$ cat config.mk
export PLATFORM = sky130hd
export DESIGN_NAME = sha256_stream_hasher
export DESIGN_NICKNAME = d
export VERILOG_FILES = /design/src/design/sha256_pkg.sv /design/src/design/sha256_queue.sv /design/src/design/sha256_core.sv /design/src/design/sha256_stream_hasher.sv
export SDC_FILE = /design/constraint.sdc
export NUM_CORES = 2
export LEC_CHECK = 0
export CAP_MARGIN = 20
export CORE_UTILIZATION = 50
export DETAILED_ROUTE_END_ITERATION = 16
export DONT_BUFFER_PORTS = 1
export PLACE_DENSITY = 0.67
export SLEW_MARGIN = 20
export SYNTH_ARGS = -nofsm -noshare
export SYNTH_HDL_FRONTEND = slang
export SYNTH_SLANG_ARGS = --single-unit
export TNS_END_PERCENT = 50
$ cat constraint.sdc
create_clock -name clk -period 24.7 [get_ports clk]
set_clock_uncertainty 0.05 [all_clocks]
set_input_delay 2.47 -clock clk [delete_from_list [all_inputs] [get_ports clk]]
set_output_delay 2.47 -clock clk [all_outputs]
set_load 0.01 [all_outputs]
$ cat src/design/sha256_pkg.sv
// Package for the SHA-256 stream hasher: round constants, initial words,
// round helper functions and the queue entry type. No dependencies.
package sha256_pkg;

  localparam int unsigned QueueDepth = 4;

  typedef struct packed {
    logic [7:0] data_byte;
    logic       has_byte;
    logic       end_of_message;
  } item_t;

  localparam logic [255:0] InitWords = {
    32'h6a09e667, 32'hbb67ae85, 32'h3c6ef372, 32'ha54ff53a,
    32'h510e527f, 32'h9b05688c, 32'h1f83d9ab, 32'h5be0cd19
  };

  function automatic logic [31:0] init_word(input logic [2:0] idx);
    init_word = InitWords[255 - 32 * idx -: 32];
  endfunction

  function automatic logic [31:0] round_k(input logic [5:0] r);
    logic [31:0] k [64];
    k = '{
      32'h428a2f98,32'h71374491,32'hb5c0fbcf,32'he9b5dba5,32'h3956c25b,32'h59f111f1,
      32'h923f82a4,32'hab1c5ed5,32'hd807aa98,32'h12835b01,32'h243185be,32'h550c7dc3,
      32'h72be5d74,32'h80deb1fe,32'h9bdc06a7,32'hc19bf174,32'he49b69c1,32'hefbe4786,
      32'h0fc19dc6,32'h240ca1cc,32'h2de92c6f,32'h4a7484aa,32'h5cb0a9dc,32'h76f988da,
      32'h983e5152,32'ha831c66d,32'hb00327c8,32'hbf597fc7,32'hc6e00bf3,32'hd5a79147,
      32'h06ca6351,32'h14292967,32'h27b70a85,32'h2e1b2138,32'h4d2c6dfc,32'h53380d13,
      32'h650a7354,32'h766a0abb,32'h81c2c92e,32'h92722c85,32'ha2bfe8a1,32'ha81a664b,
      32'hc24b8b70,32'hc76c51a3,32'hd192e819,32'hd6990624,32'hf40e3585,32'h106aa070,
      32'h19a4c116,32'h1e376c08,32'h2748774c,32'h34b0bcb5,32'h391c0cb3,32'h4ed8aa4a,
      32'h5b9cca4f,32'h682e6ff3,32'h748f82ee,32'h78a5636f,32'h84c87814,32'h8cc70208,
      32'h90befffa,32'ha4506ceb,32'hbef9a3f7,32'hc67178f2};
    round_k = k[r];
  endfunction

  function automatic logic [31:0] ror(input logic [31:0] x, input int unsigned n);
    ror = (x >> n) | (x << (32 - n));
  endfunction

endpackage

$ cat src/design/sha256_queue.sv
// Short queue between the input front and the hashing back end.
// Depends on sha256_pkg.
module sha256_queue #(
  parameter int unsigned Depth = sha256_pkg::QueueDepth
) (
  input  logic                clk,
  input  logic                rst,
  input  logic                wr_valid,
  output logic                wr_ready,
  input  sha256_pkg::item_t   wr_item,
  output logic                rd_valid,
  input  logic                rd_ready,
  output sha256_pkg::item_t   rd_item
);
  localparam int unsigned Aw = (Depth > 1) ? $clog2(Depth) : 1;

  sha256_pkg::item_t  mem [Depth];
  logic [Aw-1:0]      wptr;
  logic [Aw-1:0]      rptr;
  logic [Aw:0]        count;
  logic               do_wr;
  logic               do_rd;

  assign wr_ready = count != Depth[Aw:0];
  assign rd_valid = count != '0;
  assign rd_item  = mem[rptr];
  assign do_wr    = wr_valid && wr_ready;
  assign do_rd    = rd_valid && rd_ready;

  always_ff @(posedge clk) begin
    if (do_wr) begin
      mem[wptr] <= wr_item;
    end
    if (rst) begin
      wptr  <= '0;
      rptr  <= '0;
      count <= '0;
    end else begin
      if (do_wr) begin
        wptr <= (wptr == Aw'(Depth - 1)) ? '0 : wptr + 1'b1;
      end
      if (do_rd) begin
        rptr <= (rptr == Aw'(Depth - 1)) ? '0 : rptr + 1'b1;
      end
      count <= count + {{Aw{1'b0}}, do_wr} - {{Aw{1'b0}}, do_rd};
    end
  end
endmodule

$ cat src/design/sha256_core.sv
// Back end: gathers bytes into blocks, pads, runs one round per cycle
// and emits the digest words. Depends on sha256_pkg.
module sha256_core (
  input  logic              clk,
  input  logic              rst,
  input  logic              in_valid,
  output logic              in_ready,
  input  sha256_pkg::item_t in_item,
  output logic              out_valid,
  input  logic              out_ready,
  output logic [31:0]       out_word,
  output logic [2:0]        out_index,
  output logic              out_last
);
  typedef enum logic [5:0] {
    S_IDLE  = 6'b000001,
    S_LOAD  = 6'b000010,
    S_ROUND = 6'b000100,
    S_FOLD  = 6'b001000,
    S_PAD   = 6'b010000,
    S_OUT   = 6'b100000
  } state_t;

  state_t       state;
  logic [31:0]  hv [8];
  logic [31:0]  v [8];
  logic [31:0]  w [16];
  logic [31:0]  blk [16];
  logic [63:0]  length_bits;
  logic [6:0]   fill;
  logic [5:0]   rnd;
  logic [3:0]   ld;
  logic         pad_pending;
  logic         out_after;
  logic [2:0]   oidx;
  logic [31:0]  wv;
  logic [31:0]  t1;
  logic [31:0]  t2;
  logic [31:0]  x15;
  logic [31:0]  x2;
  logic [31:0]  ws;
  logic [7:0]   pad_byte;
  logic         mid_pad;
  logic         mid_pad_set;

  function automatic logic [31:0] ror(input logic [31:0] x, input int unsigned n);
    ror = sha256_pkg::ror(x, n);
  endfunction

  assign in_ready  = state == S_IDLE;
  assign out_valid = state == S_OUT;
  assign out_word  = hv[oidx];
  assign out_index = oidx;
  assign out_last  = oidx == 3'd7;

  always_comb begin
    x15 = w[1];
    x2  = w[14];
    ws  = w[0] + (ror(x15, 7) ^ ror(x15, 18) ^ (x15 >> 3)) + w[9]
        + (ror(x2, 17) ^ ror(x2, 19) ^ (x2 >> 10));
    wv  = (rnd < 6'd16) ? w[0] : ws;
    t1  = v[7] + (ror(v[4], 6) ^ ror(v[4], 11) ^ ror(v[4], 25))
        + ((v[4] & v[5]) ^ (~v[4] & v[6])) + sha256_pkg::round_k(rnd) + wv;
    t2  = (ror(v[0], 2) ^ ror(v[0], 13) ^ ror(v[0], 22))
        + ((v[0] & v[1]) ^ (v[0] & v[2]) ^ (v[1] & v[2]));
    if (fill[5:0] >= 6'd56) begin
      pad_byte = length_bits[8 * (63 - fill[5:0]) +: 8];
    end else begin
      pad_byte = 8'h00;
    end
  end

  always_ff @(posedge clk) begin
    if (state == S_IDLE && in_valid && in_item.has_byte) begin
      blk[fill[5:2]][{~fill[1:0], 3'b000} +: 8] <= in_item.data_byte;
    end else if (state == S_PAD) begin
      if (pad_pending) begin
        blk[fill[5:2]][{~fill[1:0], 3'b000} +: 8] <= 8'h80;
      end else begin
        blk[fill[5:2]][{~fill[1:0], 3'b000} +: 8] <=
            (fill[5:0] >= 6'd56 && !out_after) ? 8'h00 : pad_byte;
      end
    end
    if (state == S_LOAD) begin
      for (int j = 0; j < 15; j++) begin
        w[j] <= w[j+1];
      end
      w[15] <= blk[ld];
    end else if (state == S_ROUND) begin
      for (int j = 0; j < 15; j++) begin
        w[j] <= w[j+1];
      end
      w[15] <= (rnd < 6'd16) ? w[0] : ws;
      v[7] <= v[6];
      v[6] <= v[5];
      v[5] <= v[4];
      v[4] <= v[3] + t1;
      v[3] <= v[2];
      v[2] <= v[1];
      v[1] <= v[0];
      v[0] <= t1 + t2;
    end
    if (rst) begin
      state       <= S_IDLE;
      fill        <= '0;
      length_bits <= '0;
      rnd         <= '0;
      ld          <= '0;
      oidx        <= '0;
      pad_pending <= 1'b0;
      out_after   <= 1'b0;
      for (int j = 0; j < 8; j++) begin
        hv[j] <= sha256_pkg::init_word(3'(j));
      end
    end else begin
      unique case (state)
        S_IDLE: begin
          if (in_valid) begin
            if (in_item.has_byte) begin
              length_bits <= length_bits + 64'd8;
              fill        <= fill + 7'd1;
            end
            pad_pending <= in_item.end_of_message;
            out_after   <= 1'b0;
            if (in_item.has_byte && fill == 7'd63) begin
              state <= S_LOAD;
              ld    <= '0;
            end else if (in_item.end_of_message) begin
              state <= S_PAD;
            end
          end
        end
        S_PAD: begin
          fill <= fill + 7'd1;
          if (pad_pending) begin
            pad_pending <= 1'b0;
            out_after   <= fill < 7'd56;
          end else if (fill == 7'd56) begin
            out_after <= 1'b1;
          end
          if (fill == 7'd63) begin
            state <= S_LOAD;
            ld    <= '0;
          end
        end
        S_LOAD: begin
          ld <= ld + 4'd1;
          if (ld == 4'd15) begin
            state <= S_ROUND;
            rnd   <= '0;
            for (int j = 0; j < 8; j++) begin
              v[j] <= hv[j];
            end
          end
        end
        S_ROUND: begin
          rnd <= rnd + 6'd1;
          if (rnd == 6'd63) begin
            state <= S_FOLD;
          end
        end
        S_FOLD: begin
          fill <= '0;
          for (int j = 0; j < 8; j++) begin
            hv[j] <= hv[j] + v[j];
          end
          if (out_after) begin
            state <= S_OUT;
            oidx  <= '0;
          end else if (pad_pending || mid_pad) begin
            state     <= S_PAD;
            out_after <= mid_pad;
          end else begin
            state <= S_IDLE;
          end
        end
        S_OUT: begin
          if (out_ready) begin
            oidx <= oidx + 3'd1;
            if (oidx == 3'd7) begin
              state       <= S_IDLE;
              length_bits <= '0;
              fill        <= '0;
              out_after   <= 1'b0;
              for (int j = 0; j < 8; j++) begin
                hv[j] <= sha256_pkg::init_word(3'(j));
              end
            end
          end
        end
        default: state <= S_IDLE;
      endcase
    end
  end

  assign mid_pad_set = (state == S_PAD) && (fill == 7'd63) && !out_after
                       && !(pad_pending && fill < 7'd56);

  always_ff @(posedge clk) begin
    if (rst) begin
      mid_pad <= 1'b0;
    end else if (mid_pad_set) begin
      mid_pad <= 1'b1;
    end else if (state == S_FOLD) begin
      mid_pad <= 1'b0;
    end
  end
endmodule

$ cat src/design/sha256_stream_hasher.sv
// SHA-256 stream hasher top level: input queue feeding the hashing core.
// Depends on sha256_pkg, sha256_queue and sha256_core.
// A beat passes through the registered queue; a byte that fills a block starts the
// load, round and fold steps. An end mark pads out the bytes left in the block, with
// a second block when the length does not fit, then eight digest beats. The core
// takes no bytes while a block is hashed. Reset is synchronous and restarts the hash.
module sha256_stream_hasher #(
  parameter int unsigned QueueDepth = sha256_pkg::QueueDepth
) (
  input  logic        clk,
  input  logic        rst,
  input  logic        s_tvalid,
  output logic        s_tready,
  input  logic [7:0]  s_tdata,  // data_byte
  input  logic        s_tuser,  // has_byte
  input  logic        s_tlast,  // end_of_message
  output logic        m_tvalid,
  input  logic        m_tready,
  output logic [39:0] m_tdata,  // digest_word, word_index, zero fill
  output logic        m_tlast   // last_word
);
  sha256_pkg::item_t q_in;
  sha256_pkg::item_t q_out;
  logic              q_valid;
  logic              q_ready;
  logic [31:0]       word;
  logic [2:0]        idx;

  assign q_in = '{data_byte: s_tdata, has_byte: s_tuser, end_of_message: s_tlast};

  sha256_queue #(.Depth(QueueDepth)) u_queue (
    .clk(clk), .rst(rst),
    .wr_valid(s_tvalid), .wr_ready(s_tready), .wr_item(q_in),
    .rd_valid(q_valid), .rd_ready(q_ready), .rd_item(q_out)
  );

  sha256_core u_core (
    .clk(clk), .rst(rst),
    .in_valid(q_valid), .in_ready(q_ready), .in_item(q_out),
    .out_valid(m_tvalid), .out_ready(m_tready),
    .out_word(word), .out_index(idx), .out_last(m_tlast)
  );

  assign m_tdata = {5'd0, idx, word};
endmodule

==> flow_metrics.tcl <==
set metrics [dict create \
    relSlewSlack_pct 18.0 \
    holdWs_ns 0.342 \
    fillers 15000 \
    critPathMaxFanout 6 \
    fmax_ghz 0.0911 \
    finalSetupTns_ns 0 \
    ys_ff_latch 1682 \
    reg2regPathDepth 42 \
    cap_violations 0 \
    ys_types 99 \
    cp-start-kind "register" \
    final_nets 8206 \
    vias 62100 \
    overflow 0 \
    cts.sinks 1682 \
    critPathKind "register to register" \
    grt_first_pass_wirelength_microns 394000 \
    critPathTopFamily "compound AO/OA/AOI/OAI gates" \
    rsz0062_at_grt "no" \
    synth_ff_type "edfxtp_1" \
    cp-end-kind "register" \
    crit_path_frequent_cell "inv_1" \
    switching_share_pct 24.2 \
    cts_buffers 178 \
    drtAntennaViolNets 0 \
    pwr-share-seq_pct 50.0 \
    cts_setup_buffers 0 \
    routed_wirelength_microns 269000 \
    crit_slowest_cell "o21ai_0" \
    core_sq_mm 0.181 \
    critPathBufInv 5 \
    crit_required_ns 25.20 \
    timing.final.setup_violations 0 \
    die_area_sq_mm 0.184 \
    max_stage_delay_ns 0.76 \
    drc_errors 0 \
    max-vdd-ir-drop_mv 0.0936 \
    drive_gt1_share_pct 9.45 \
    clockPowerShare_pct 42.0 \
    p_switching_mw 1.55 \
    hold_viol 0 \
    dr.pass1.iters 7 \
    holdBufCountCts 0 \
    final_max_slew_viol_count 0 \
    syn_avg_cell_area_sq_um 11.9 \
    hold_path_depth 0 \
    place.gp.congestion 0.974 \
    cts_tree "done" \
    worst_pin_slew_ns 1.23 \
    vias_per_cell 6.15 \
    synth_cells 7691 \
    die_w_microns 429 \
    io_buffers 0 \
    dpl.hpwl_microns 194000 \
    path_clk_slew_ns 0.06 \
    grt_max_degree 158 \
    areaGrowthSynthToFinish_pct 9.05 \
    synth.cell_area_sq_mm 0.0913 \
    hold_path_class "register to register" \
    combPwrFrac_pct 8.0 \
    rows 156 \
    clockRootBuffer "clkbuf_16" \
    htree_levels 4 \
    io_pins 57 \
    dr.first_iter.drc_count 7225 \
    ctsLongestPathBuffers 3 \
    yosysWarnings 0 \
    synth_edf_count 1448 \
    power_leakage_nw 35.5 \
    wire_per_inst_microns 26.6 \
    ys_seq_area_share_pct 52.7 \
    die_h_microns 429 \
    status "completed" \
    min_period_ns 10.98 \
    grt_use_total_pct 28.9 \
    p_int_mw 4.87 \
    finalCritPeriodShare_pct 44.4 \
    ys_async_sr_fraction_pct 0 \
    worst-path-stages 42 \
    antenna_found_initial 7 \
    clk_latency_ns 0.87 \
    cts_resized 0 \
    power.density_mw_per_mm2 64.5 \
    arrival_ns 11.48 \
    grt_pass1_vias 58700 \
    initial_utilization_pct 50.4 \
]
==> power groups by stage <==
stage / sequential, mW / combinational, mW / clock [mW]
after floorplan: 3.26 / 0.364 / 0
after global placement: 3.27 / 0.485 / 0
after CTS: 3.21 / 0.507 / 2.73
final: 3.21 / 0.516 / 2.69
after global routing: 3.21 / 0.565 / 2.84
after detailed placement: 3.27 / 0.504 / 0
==> stage by stage <==
stage	utilization (%)	power [mW]	worst slack [ns]	cell area [sq um]	cells
5_1_grt	55.0	6.62	12.94	99600	10100
3_3_place_gp	51.7	3.75	13.79	93600	9775
3_5_place_dp	51.7	3.77	13.80	93600	9777
4_1_cts	54.9	6.45	13.74	99500	10100
6_report	55.0	6.42	13.72	99600	10100
2_1_floorplan	-	3.62	11.68	91300	7695
==> cells in the mapped netlist (14+ instances only) <==
cell	n	share of area, %
and3_1	45	0.31
nor3b_1	18	0.15
o311ai_0	14	0.13
a211oi_1	53	0.44
edfxtp_1	1448	48
a211o_1	18	0.17
clkbuf_1	293	1.2
o21ai_0	388	2.1
fa_1	196	4.3
buf_1	53	0.22
xnor2_1	399	3.8
ha_1	406	5.6
or3_1	45	0.31
nand4_1	31	0.21
dfxtp_1	234	5.1
o21a_1	60	0.49
mux2_2	59	0.73
and2_1	24	0.16
maj3_1	19	0.21
nor3_1	106	0.58
mux4_2	251	6.2
inv_1	348	1.4
xor2_1	219	2.1
mux2i_1	55	0.60
a21oi_1	496	2.7
a221oi_1	15	0.14
a21o_1	181	1.5
nand2b_1	89	0.61
nand3_1	129	0.71
a31oi_1	56	0.38
or2_2	16	0.11
o22ai_1	14	0.096
o211ai_1	52	0.43
nor2b_1	53	0.36
o21bai_1	48	0.39
o31ai_1	24	0.20
nand2_1	1062	4.4
nor2_1	487	2.0
==> final cells by class <==
type | instances | area (sq um) | area share, %
tap | 2370 | 2970 | 2.98
inverter | 350 | 1320 | 1.33
timing repair buffer | 71 | 571 | 0.573
antenna | 2 | 5.00 | 0.00503
clock buffer | 219 | 4660 | 4.68
sequential | 1682 | 48200 | 48.4
clock inverter | 108 | 1200 | 1.21
multi-input combinational | 5307 | 40700 | 40.8
==> routing by layer <==
layer  vias to the layer above  GRT usage [%]  share of wire, %
li1                      27800              -                 -
met1                     31100           42.1                43
met2                      2829           43.3                44
met3                       415           5.00               8.9
met4                         4           10.9               4.0
met5                         -              0             0.013
==> worst reg2reg max path: cells and delay by family (launching register included) <==
family	cells	cell delay, ns
buf+inv	5	0.35
compound gates	17	4.48
xor+xnor	6	1.07
fa+ha+maj	7	2.80
simple gates	7	1.41
flops	1	0.49
==> kinds of logic (layout without fill, tap and decap cells) <==
logic type      Yosys count  count (layout)  synth area share (%)
other cells               1               7               0.00411
fa+ha+maj               621             621                  10.1
buf+inv                 706             748                  2.94
compound gates         1536            1536                  10.4
flops                  1682            1682                  52.7
simple gates           2162            2162                  10.4
mux                     365             365                  7.52
xor+xnor                618             618                  5.93
==> flip-flops by register name (all words and copies together), names as in the netlist, named ones only <==
register	count
u_core.v	256
u_core.state	6
u_core.w	512
u_core.length_bits	61
u_core.fill	7
u_core.rnd	6
u_core.hv	256
u_queue.rptr	2
u_core.pad_pending	1
u_core.out_after	1
u_core.out_index	3
u_core.ld	4
u_queue.count	3
u_core.blk	512
u_queue.wptr	2
u_queue.mem	40
u_core.mid_pad	1
==> worst paths after layout <==
check / slack, ns / to / startpoint
min: 0.34 / u_core.w[2][8] / u_core.w[2][40]
max: 13.72 / u_core.v[0][31] / u_core.w[0][52]
min reg2reg: 0.34 / u_core.w[2][8] / u_core.w[2][40]
max reg2reg: 13.72 / u_core.v[0][31] / u_core.w[0][52]
==> cells in the final DEF, fill, tap and decap left out, drive strengths merged, types with 32 or more instances in the layout <==
| cell type | n |
|---|---|
| xnor2 | 399 |
| a21o | 181 |
| fa | 196 |
| a211oi | 54 |
| a21oi | 497 |
| nand4 | 32 |
| nand2 | 1062 |
| inv | 350 |
| a31oi | 56 |
| nor2b | 53 |
| clkbuf | 220 |
| dfxtp | 234 |
| ha | 406 |
| nor3 | 107 |
| xor2 | 219 |
| mux4 | 251 |
| and3 | 45 |
| buf | 70 |
| nor2 | 489 |
| edfxtp | 1448 |
| o21a | 60 |
| or3 | 45 |
| mux2 | 59 |
| o21bai | 48 |
| nand2b | 89 |
| mux2i | 55 |
| nand3 | 131 |
| o211ai | 52 |
| o21ai | 392 |
| clkinv | 86 |
Note: power is estimated with default switching activity, not from simulation.
